**src/design/mwalu_pkg.sv**
```systemverilog
// mwalu_pkg: operation, width and fault codes plus width helpers for the
// multi-width alu. No dependencies; used by multiwidth_alu_with_flags.
`timescale 1ns / 1ps

package mwalu_pkg;

  // datapath and counter widths
  localparam int DATA_W = 32;
  localparam int CNT_W  = 6;

  // operation codes
  localparam logic [3:0] ACT_ADD = 4'd0;
  localparam logic [3:0] ACT_SUB = 4'd1;
  localparam logic [3:0] ACT_ADC = 4'd2;
  localparam logic [3:0] ACT_SBC = 4'd3;
  localparam logic [3:0] ACT_AND = 4'd4;
  localparam logic [3:0] ACT_OR  = 4'd5;
  localparam logic [3:0] ACT_XOR = 4'd6;
  localparam logic [3:0] ACT_DIV = 4'd7;
  localparam logic [3:0] ACT_MUL = 4'd8;
  localparam logic [3:0] ACT_SHL = 4'd9;
  localparam logic [3:0] ACT_SHR = 4'd10;
  localparam logic [3:0] ACT_ROL = 4'd11;
  localparam logic [3:0] ACT_ROR = 4'd12;
  localparam logic [3:0] ACT_CLC = 4'd13;
  localparam logic [3:0] ACT_SEC = 4'd14;
  localparam logic [3:0] ACT_BAD = 4'd15;

  // operand width codes
  localparam logic [1:0] WC_8   = 2'd0;
  localparam logic [1:0] WC_16  = 2'd1;
  localparam logic [1:0] WC_32  = 2'd2;
  localparam logic [1:0] WC_BAD = 2'd3;

  // fault codes
  localparam logic [1:0] FLT_NONE = 2'd0;
  localparam logic [1:0] FLT_DIV0 = 2'd1;
  localparam logic [1:0] FLT_BAD  = 2'd2;

  typedef logic [DATA_W-1:0] word_t;

  // number of bits for a width code
  function automatic logic [CNT_W-1:0] wc_bits(input logic [1:0] wc);
    logic [CNT_W-1:0] w;
    case (wc)
      WC_8:    w = CNT_W'(8);
      WC_16:   w = CNT_W'(16);
      default: w = CNT_W'(DATA_W);
    endcase
    return w;
  endfunction

  // mask of the live bits for a width code
  function automatic word_t wc_mask(input logic [1:0] wc);
    word_t m;
    case (wc)
      WC_8:    m = word_t'(32'h0000_00ff);
      WC_16:   m = word_t'(32'h0000_ffff);
      default: m = '1;
    endcase
    return m;
  endfunction

  // sign bit of a value at the width
  function automatic logic top_bit(input word_t v, input logic [1:0] wc);
    logic b;
    case (wc)
      WC_8:    b = v[7];
      WC_16:   b = v[15];
      default: b = v[DATA_W-1];
    endcase
    return b;
  endfunction

  // carry out of a sum at the width
  function automatic logic carry_bit(input logic [DATA_W:0] s, input logic [1:0] wc);
    logic b;
    case (wc)
      WC_8:    b = s[8];
      WC_16:   b = s[16];
      default: b = s[DATA_W];
    endcase
    return b;
  endfunction

endpackage

```
**src/design/multiwidth_alu_with_flags.sv**
```systemverilog
// multiwidth_alu_with_flags: 8/16/32-bit integer alu with stored nzcv flags,
// iterative multiply and divide on one shared adder. Depends on mwalu_pkg.
`timescale 1ns / 1ps

// Usage
//   Input channel (in_valid/in_ready): one word carries an action, a width
//   code and two operands. Output channel (out_valid/out_ready): one result
//   word per input word, in order, with the flags as they stand after it.
//   Add, sub, logic, shifts, rotates, clc, sec and any fault finish at the
//   accepting edge, which loads the result into the output register.
//   Multiply and divide run one bit per cycle through a shared 33-bit adder
//   under a small sequencer: w steps in the busy state, then a wrap-up state
//   that loads the result into the output register.
//   in_ready is high only when the sequencer is idle and the output register
//   is empty or being read that cycle, so simple operations stream at one
//   word per cycle while the receiver keeps up.
//   When the receiver stalls, the result word holds in the output register
//   and no new word is taken until it drains.
//   Synchronous active-low reset clears the flags, the sequencer and the
//   output valid; payload registers are not reset.
module multiwidth_alu_with_flags (
  input  logic        clk,
  input  logic        rst_n,
  input  logic        in_valid,
  output logic        in_ready,
  input  logic [3:0]  in_action,
  input  logic [1:0]  in_width_code,
  input  logic [31:0] in_operand_a,
  input  logic [31:0] in_operand_b,
  output logic        out_valid,
  input  logic        out_ready,
  output logic [31:0] out_result,
  output logic [31:0] out_side_value,
  output logic        out_side_valid,
  output logic        out_flag_negative,
  output logic        out_flag_zero,
  output logic        out_flag_carry,
  output logic        out_flag_overflow,
  output logic [1:0]  out_fault
);

  localparam int DW = mwalu_pkg::DATA_W;
  localparam int CW = mwalu_pkg::CNT_W;

  // sequencer states
  localparam logic [1:0] ST_IDLE = 2'd0;
  localparam logic [1:0] ST_BUSY = 2'd1;
  localparam logic [1:0] ST_FIN  = 2'd2;

  logic [1:0]          state_r, state_nxt;
  logic [CW-1:0]       cnt_r, cnt_nxt;
  logic                div_r, div_nxt;
  logic [1:0]          wc_r, wc_nxt;
  mwalu_pkg::word_t    acc_r, acc_nxt;
  mwalu_pkg::word_t    sh_r, sh_nxt;
  mwalu_pkg::word_t    b_r, b_nxt;

  logic                n_r, n_nxt, z_r, z_nxt, c_r, c_nxt, v_r, v_nxt;

  logic                out_valid_r, out_valid_nxt;
  mwalu_pkg::word_t    res_r, res_nxt;
  mwalu_pkg::word_t    side_r, side_nxt;
  logic                sidev_r, sidev_nxt;
  logic [1:0]          fault_r, fault_nxt;

  logic                accept;
  mwalu_pkg::word_t    m_in, a_m, b_m;
  logic [CW-1:0]       w_in;
  logic                cin, is_sub;
  logic [4:0]          rot;
  logic [CW-1:0]       rot_back;

  // shared adder operands
  logic [DW:0]         ux, uy, usum;
  logic                uci;

  // combinational result for the simple operations
  mwalu_pkg::word_t    q_res;
  logic [1:0]          q_fault;
  logic                q_iter, q_nz, q_c, q_v;

  // finished multiply or divide
  mwalu_pkg::word_t    f_res, m_fin;

  assign in_ready = (state_r == ST_IDLE) && (!out_valid_r || out_ready);
  assign accept   = in_valid && in_ready;

  // operands at the selected width
  always_comb begin
    m_in     = mwalu_pkg::wc_mask(in_width_code);
    w_in     = mwalu_pkg::wc_bits(in_width_code);
    a_m      = in_operand_a & m_in;
    b_m      = in_operand_b & m_in;
    is_sub   = (in_action == mwalu_pkg::ACT_SUB) || (in_action == mwalu_pkg::ACT_SBC);
    cin      = ((in_action == mwalu_pkg::ACT_ADC) || (in_action == mwalu_pkg::ACT_SBC))
               ? c_r : 1'b0;
    rot      = b_m[4:0] & 5'(w_in - CW'(1));
    rot_back = w_in - CW'(rot);
  end

  // shared adder: add/sub at accept, one multiply or divide step when busy
  always_comb begin
    if (state_r == ST_BUSY) begin
      if (div_r) begin
        ux  = {acc_r, sh_r[DW-1]};
        uy  = ~{1'b0, b_r};
        uci = 1'b1;
      end else begin
        ux  = {1'b0, acc_r};
        uy  = {1'b0, (sh_r[0] ? b_r : '0)};
        uci = 1'b0;
      end
    end else begin
      ux = {1'b0, a_m};
      if (is_sub) begin
        uy  = ~{1'b0, b_m};
        uci = ~cin;
      end else begin
        uy  = {1'b0, b_m};
        uci = cin;
      end
    end
    usum = ux + uy + {{DW{1'b0}}, uci};
  end

  // simple operations and fault checks
  always_comb begin
    q_res   = '0;
    q_fault = mwalu_pkg::FLT_NONE;
    q_iter  = 1'b0;
    q_nz    = 1'b1;
    q_c     = c_r;
    q_v     = v_r;
    if (in_action == mwalu_pkg::ACT_BAD || in_width_code == mwalu_pkg::WC_BAD) begin
      q_fault = mwalu_pkg::FLT_BAD;
      q_nz    = 1'b0;
    end else begin
      case (in_action)
        mwalu_pkg::ACT_ADD, mwalu_pkg::ACT_ADC: begin
          q_res = usum[DW-1:0] & m_in;
          q_c   = mwalu_pkg::carry_bit(usum, in_width_code);
          q_v   = mwalu_pkg::top_bit(~(a_m ^ b_m) & (a_m ^ q_res), in_width_code);
        end
        mwalu_pkg::ACT_SUB, mwalu_pkg::ACT_SBC: begin
          q_res = usum[DW-1:0] & m_in;
          q_c   = usum[DW];
          q_v   = mwalu_pkg::top_bit((a_m ^ b_m) & (a_m ^ q_res), in_width_code);
        end
        mwalu_pkg::ACT_AND: q_res = a_m & b_m;
        mwalu_pkg::ACT_OR:  q_res = a_m | b_m;
        mwalu_pkg::ACT_XOR: q_res = a_m ^ b_m;
        mwalu_pkg::ACT_DIV: begin
          if (b_m == '0) begin
            q_fault = mwalu_pkg::FLT_DIV0;
            q_nz    = 1'b0;
          end else begin
            q_iter = 1'b1;
          end
        end
        mwalu_pkg::ACT_MUL: q_iter = 1'b1;
        mwalu_pkg::ACT_SHL:
          q_res = (b_m >= DW'(w_in)) ? '0 : ((a_m << b_m[4:0]) & m_in);
        mwalu_pkg::ACT_SHR:
          q_res = (b_m >= DW'(w_in)) ? '0 : (a_m >> b_m[4:0]);
        mwalu_pkg::ACT_ROL: q_res = ((a_m << rot) | (a_m >> rot_back)) & m_in;
        mwalu_pkg::ACT_ROR: q_res = ((a_m >> rot) | (a_m << rot_back)) & m_in;
        mwalu_pkg::ACT_CLC: begin
          q_c  = 1'b0;
          q_nz = 1'b0;
        end
        default: begin
          q_c  = 1'b1;
          q_nz = 1'b0;
        end
      endcase
    end
  end

  // wrap-up of multiply or divide
  always_comb begin
    m_fin = mwalu_pkg::wc_mask(wc_r);
    if (div_r) begin
      f_res = sh_r & m_fin;
    end else begin
      f_res = sh_r >> (CW'(DW) - mwalu_pkg::wc_bits(wc_r));
    end
  end

  // sequencer, iteration registers, flags and output register
  always_comb begin
    state_nxt     = state_r;
    cnt_nxt       = cnt_r;
    div_nxt       = div_r;
    wc_nxt        = wc_r;
    acc_nxt       = acc_r;
    sh_nxt        = sh_r;
    b_nxt         = b_r;
    n_nxt         = n_r;
    z_nxt         = z_r;
    c_nxt         = c_r;
    v_nxt         = v_r;
    out_valid_nxt = out_valid_r && !out_ready;
    res_nxt       = res_r;
    side_nxt      = side_r;
    sidev_nxt     = sidev_r;
    fault_nxt     = fault_r;

    case (state_r)
      ST_IDLE: begin
        if (accept) begin
          if (q_iter) begin
            state_nxt = ST_BUSY;
            cnt_nxt   = w_in;
            div_nxt   = (in_action == mwalu_pkg::ACT_DIV);
            wc_nxt    = in_width_code;
            acc_nxt   = '0;
            b_nxt     = b_m;
            sh_nxt    = (in_action == mwalu_pkg::ACT_DIV) ? (a_m << (CW'(DW) - w_in)) : a_m;
          end else begin
            out_valid_nxt = 1'b1;
            res_nxt       = q_res;
            side_nxt      = '0;
            sidev_nxt     = 1'b0;
            fault_nxt     = q_fault;
            c_nxt         = q_c;
            v_nxt         = q_v;
            if (q_nz) begin
              n_nxt = mwalu_pkg::top_bit(q_res, in_width_code);
              z_nxt = (q_res == '0);
            end
          end
        end
      end
      ST_BUSY: begin
        if (div_r) begin
          acc_nxt = usum[DW] ? ux[DW-1:0] : usum[DW-1:0];
          sh_nxt  = {sh_r[DW-2:0], ~usum[DW]};
        end else begin
          acc_nxt = usum[DW:1];
          sh_nxt  = {usum[0], sh_r[DW-1:1]};
        end
        cnt_nxt = cnt_r - CW'(1);
        if (cnt_r == CW'(1)) begin
          state_nxt = ST_FIN;
        end
      end
      ST_FIN: begin
        state_nxt     = ST_IDLE;
        out_valid_nxt = 1'b1;
        res_nxt       = f_res;
        side_nxt      = acc_r;
        sidev_nxt     = 1'b1;
        fault_nxt     = mwalu_pkg::FLT_NONE;
        n_nxt         = mwalu_pkg::top_bit(f_res, wc_r);
        z_nxt         = (f_res == '0);
      end
      default: state_nxt = ST_IDLE;
    endcase
  end

  // control state and flags
  always_ff @(posedge clk) begin
    if (!rst_n) begin
      state_r     <= ST_IDLE;
      out_valid_r <= 1'b0;
      n_r         <= 1'b0;
      z_r         <= 1'b0;
      c_r         <= 1'b0;
      v_r         <= 1'b0;
    end else begin
      state_r     <= state_nxt;
      out_valid_r <= out_valid_nxt;
      n_r         <= n_nxt;
      z_r         <= z_nxt;
      c_r         <= c_nxt;
      v_r         <= v_nxt;
    end
  end

  // payload and iteration registers
  always_ff @(posedge clk) begin
    cnt_r   <= cnt_nxt;
    div_r   <= div_nxt;
    wc_r    <= wc_nxt;
    acc_r   <= acc_nxt;
    sh_r    <= sh_nxt;
    b_r     <= b_nxt;
    res_r   <= res_nxt;
    side_r  <= side_nxt;
    sidev_r <= sidev_nxt;
    fault_r <= fault_nxt;
  end

  assign out_valid         = out_valid_r;
  assign out_result        = res_r;
  assign out_side_value    = side_r;
  assign out_side_valid    = sidev_r;
  assign out_flag_negative = n_r;
  assign out_flag_zero     = z_r;
  assign out_flag_carry    = c_r;
  assign out_flag_overflow = v_r;
  assign out_fault         = fault_r;

endmodule

```
**config.mk**
```make
export PLATFORM = sky130hd
export DESIGN_NAME = multiwidth_alu_with_flags
export DESIGN_NICKNAME = d
export VERILOG_FILES = /design/src/design/mwalu_pkg.sv /design/src/design/multiwidth_alu_with_flags.sv
export SDC_FILE = /design/constraint.sdc
export NUM_CORES = 1
export LEC_CHECK = 0
export BUFFER_PORTS_ARGS = -buffer_cell sky130_fd_sc_hd__buf_4
export CAP_MARGIN = 20
export CORE_ASPECT_RATIO = 1.5
export CORE_MARGIN = 2
export CORE_UTILIZATION = 35
export DETAILED_ROUTE_END_ITERATION = 10
export GPL_TIMING_DRIVEN = 0
export HOLD_SLACK_MARGIN = 0.15
export PLACE_DENSITY = 0.5
export SETUP_SLACK_MARGIN = 0.2
export SYNTH_ARGS = -nofsm -noshare
export SYNTH_HDL_FRONTEND = slang
export SYNTH_SLANG_ARGS = --single-unit
```
**constraint.sdc**
```tcl
create_clock -name clk -period 12.25 [get_ports clk]
set_clock_uncertainty 0.15 [all_clocks]
set_input_delay 1.8375 -clock clk [delete_from_list [all_inputs] [get_ports clk]]
set_output_delay 1.8375 -clock clk [all_outputs]
set_load 0.05 [all_outputs]
```
==> run metrics, run 1 <==
outcome=did not finish; Last stage=global routing (5_1_grt); First Err=[ERROR GRT-0116] Global routing finished with congestion. Check the congestion regions in the DRC Viewer.; pre-CTS WS=-5270 ps; largest net degree at the start of global routing=36; first-pass GRT wire length=about 280 mm; Synth Net Count=approximately 3300; Placed Cells=between 4000 and 5000; num rows=approximately 120; register area share after synthesis=a little over a fifth; CTS Root Cell=clkbuf_16; top_reg_cell synth=edfxtp_1; placed cell area=around 27000 sq um; CTS Sinks=around 180; Hold Buf Count CTS=0; Setup Buffers After CTS=0; Netlist cell types=92; mean post-synth cell area=7.825 sq um; synthesized instance count=between 3000 and 4000; height of the die=about 330 um; gr usage total=between 50% and 60%; GRT Residual Overflow=7; I/O Buffers=136; post-CTS sizing=19; gpl congestion=roughly 1.2; HPWL after detailed placement=about 160 mm; synthesized area=between 20000 and 25000 sq um; IO Count=~150; YS warnings=0; H-tree depth=4; CTS max path bufs=2; fraction of registers with async set/reset=0%; Num CTS Buffers=17; vias in the first global route=between 30000 and 40000; EDFF count, synth=~170; DIE WIDTH=between 200 and 250 um; Initial Util=about a third; synthesized flop and latch total=approximately 180
per-layer routing:
| metal | GRT usage, % | overflow |
|---|---|---|
| met2 | 81.37 | 3 |
| met3 | 27.50 | 0 |
| met5 | 1.871 | 0 |
| met1 | 55.11 | 0 |
| met4 | 61.37 | 4 |
kinds of logic after synthesis:
family	count (synthesis)	share of synthesized area [%]
buffers and inverters	413	6.787
XOR/XNOR	73	2.618
flip-flops	179	21.47
AND/OR/NAND/NOR	1028	19.08
AO/OA/AOI/OAI	990	26.59
adder cells (fa/ha/maj)	113	5.784
multiplexers	361	17.66
stage by stage:
stage,hold slack (ps),TNS [ps],utilization [%]
after detailed placement,362.8,-232590,38.96
after global placement,364.5,-539450,38.38
after floorplan,390.2,0,-
after CTS,390.7,0,39.89
cells in the mapped netlist (12+ instances only):
library cell	number	area [sq um]
buf_2	41	205.2
a221oi_1	48	420.4
mux4_2	51	1149
o21ai_0	235	1176
nand4_1	27	168.9
a32oi_1	17	148.9
a22oi_1	21	157.7
nor3_1	76	380.4
o22ai_1	63	394.1
a21oi_1	202	1011
o211ai_1	34	255.2
a21o_1	18	135.1
a22o_1	12	105.1
a211oi_1	78	585.6
or3_1	12	75.07
o31ai_1	19	142.6
nor2_1	251	942.2
nand2b_1	28	175.2
o21a_1	12	90.09
edfxtp_1	172	5165
and3_1	25	156.4
mux2i_1	238	2382
nand2_1	382	1434
xor2_1	42	367.9
o2111ai_1	16	140.1
a31oi_1	49	306.5
xnor2_1	30	262.8
o221ai_1	21	183.9
nor2b_1	25	156.4
clkbuf_1	203	762.0
ha_1	111	1389
mux2_2	58	653.1
and2_1	55	344.1
inv_1	108	405.4
buf_1	36	135.1
nor4_1	27	168.9
nand3_1	71	355.3
==> inputs of run 2 (changes only) <==
--- a/config.mk
+++ b/config.mk
@@ -7,14 +7,11 @@
 export LEC_CHECK = 0
 export BUFFER_PORTS_ARGS = -buffer_cell sky130_fd_sc_hd__buf_4
 export CAP_MARGIN = 20
-export CORE_ASPECT_RATIO = 1.5
 export CORE_MARGIN = 2
-export CORE_UTILIZATION = 35
+export CORE_UTILIZATION = 20
 export DETAILED_ROUTE_END_ITERATION = 10
 export GPL_TIMING_DRIVEN = 0
-export HOLD_SLACK_MARGIN = 0.15
-export PLACE_DENSITY = 0.5
-export SETUP_SLACK_MARGIN = 0.2
+export PLACE_DENSITY_LB_ADDON = 0.15
 export SYNTH_ARGS = -nofsm -noshare
 export SYNTH_HDL_FRONTEND = slang
 export SYNTH_SLANG_ARGS = --single-unit
==> run metrics, run 2 <==
hold crit path type=flop to flop; Fin. Hold Viols=0; Buf/Inv on CP=11; Switching Fraction=51.02%; measured slew at the worst slew-check pin=1479 ps; nets=about 3500; Synth Net Count=between 3000 and 4000; commonest non-fill, non-tap cell in the layout=nand2_1; Final Cell Area=approximately 29000 sq um; Netlist cell types=92; gpl congestion=1.045; Crit. End Element=flop; Via density=around 6; fraction of registers with async set/reset=0%; CTS Sinks=about 180; total number of vias=29945; Syn-to-layout area delta=17.03%; worst setup margin=-330.5 ps; Crit Path Max Fanout=19; Worst-path clk slew=~70 ps; IO Count=~150; mean post-synth cell area=approximately 7.8 sq um; relative slew slack=between 1 and 1.5%; RSZ-0062 raised after global routing=false; NetSw=1.501 mW; min Tclk post-route=12580 ps; CP max stage cell=a22oi_1; Worst IR Drop VDD=around 0.000092 V; critical path class=input port to flop; most frequent cells in the layout=382 x nand2_1, 249 x nor2_1, 237 x mux2i_1; Synth area leaders=edfxtp_1 21%, mux2i_1 9.6%, nand2_1 5.8%; Initial Util=between 20% and 30%; CTS tree=yes; most common cell in the netlist=nand2_1; CTS Root Cell=clkbuf_16; HPWL after detailed placement=roughly 160 mm; top_reg_cell synth=edfxtp_1; register area share after synthesis=between 20% and 30%; fmax=slightly below 80 MHz; num rows=between 100 and 150; drt total wl=197.6 mm; startpoint types=input port; core area=122200 sq um; synthesized area=approximately 25000 sq um; I/O Buffers=between 100 and 150; height of the die=355.5 um; Reg power frac=between 20% and 30%; outcome=complete, but fails checks; GRT Residual Overflow=0; Tot Pwr=roughly 2.9 mW; vias in the first global route=around 28000; synthesized flop and latch total=between 150 and 200; max cap viols=0; Req. time, crit path=between 10000 and 15000 ps; EDFF count, synth=around 170; Synth top cells by count=382 x nand2_1, 251 x nor2_1, 238 x mux2i_1, 235 x o21ai_0, 203 x clkbuf_1; gr usage total=a little under a third; WP data arrival=approximately 13000 ps; P_int=~1.4 mW; largest net degree at the start of global routing=33; Yosys top cell area share=a little over a fifth; Detail Route Antenna Nets=0; Filler cells=13687; synthesized instance count=approximately 3200; antenna violations before repair=14; Clock power frac=between 20% and 30%; YS warnings=0; clock latency on the worst-skew pair=between 500 and 600 ps; Pre-antenna DRT Iters=6; Setup Buffers After CTS=0; CP peak stage delay=approximately 660 ps; Initial DRC Count=4594; Leak=approximately 11 nW; Comb power frac=a little over half; placed cell area=~28000 sq um; CTS max path bufs=2; share of the clock period used by the worst path=102.7%; cell family with the largest share of critical-path delay=buffers and inverters; area leader, netlist=edfxtp_1; violated checks=setup timing; Die ar.=roughly 130000 sq um; detailed-route DRC error count=0; Cell Pwr Density=a little over 100 nW/um^2; H-tree depth=4; routed len/inst=between 30 and 40 um; CP dominant cell by count=clkbuf_4; Num CTS Buffers=17; share of cells above drive strength 1=roughly an eighth; final-report max-slew violation count=0; DIE WIDTH=around 360 um; first-pass GRT wire length=between 200 and 300 mm; setup violators final=1
## run 2: cell counts after synthesis
Identical to the previous run, type by type.
## run 2: layout make-up
| class | instances | area (sq um) | share of cell area, % |
|---|---|---|---|
| Multi-Input combinational cell | 2565 | 17800 | 61.57 |
| Sequential cell | 179 | 5305 | 18.35 |
| Tap cell | 1625 | 2033 | 7.032 |
| Timing Repair Buffer | 173 | 1453 | 5.024 |
| Buffer | 291 | 1254 | 4.336 |
| Inverter | 118 | 442.9 | 1.532 |
| Clock buffer | 18 | 429.2 | 1.484 |
| Clock inverter | 14 | 173.9 | 0.6015 |
| Antenna cell | 8 | 20.02 | 0.06924 |
## run 2: stage by stage
| stage | worst slack, ps | setup TNS, ps | utilization (%) | hold slack, ps | std cells |
|---|---|---|---|---|---|
| floorplan | 2025 | 0 | - | 390.2 | 3157 |
| global placement | -5554 | -727040 | 22.72 | 369.9 | 4918 |
| detailed placement | -5441 | -295720 | 23.11 | 375.1 | 4953 |
| CTS | 147.4 | 0 | 23.63 | 384.4 | 4982 |
| global route | 142.5 | 0 | 23.65 | 403.0 | 4984 |
| finish | -330.5 | -330.5 | 23.66 | 366.9 | 4991 |
## run 2: logic make-up after synthesis
group           after synthesis  share of synthesized area (%)
mux                         361                          17.66
compound gates              990                          26.59
flops                       179                          21.47
fa+ha+maj                   113                          5.784
simple gates               1028                          19.08
buf+inv                     413                          6.787
xor+xnor                     73                          2.618
## run 2: worst paths after layout
| kind | cells after the start | end | slack, ps | from |
|---|---|---|---|---|
| worst min-delay path | 2 | out_flag_negative | 370 | out_flag_negative |
| worst min register to register | 2 | out_flag_negative | 370 | out_flag_negative |
| worst max-delay path | 29 | out_flag_zero | -330 | in_width_code[0] |
| worst max register to register | 20 | out_flag_zero | 3150 | div_r |
## run 2: per-layer routing
| layer | GRT usage [%] | up-vias | routed length (um) |
|---|---|---|---|
| li1 | - | 12268 | - |
| met2 | 45.14 | 1975 | 83450 |
| met4 | 17.33 | 12 | 13330 |
| met3 | 6.750 | 485 | 17180 |
| met5 | 0 | - | 85 |
| met1 | 39.86 | 15205 | 83600 |
## run 2: worst min-delay path: cells and delay by family (launching register included)
family             cells  cell delay, ps
AOI/OAI and AO/OA      1              70
and+or+nand+nor        1              60
DFF                    1             340
## run 2: power groups by stage
stage	registers, mW	logic [mW]	clock network, mW
3_3_place_gp	0.745	1.52	0
2_1_floorplan	0.792	0.757	0
6_report	0.724	1.61	0.605
5_1_grt	0.727	1.63	0.636
3_5_place_dp	0.739	1.53	0
4_1_cts	0.725	1.53	0.616
## run 2: what timing repair did
| action | 4_1_cts | 5_1_grt |
|---|---|---|
| hold buffers | 0 | 0 |
| endpoints found under the setup margin | 98 | 27 |
| resized for setup | 17 | 4 |
No activity file was read; power rests on OpenSTA's default activity.
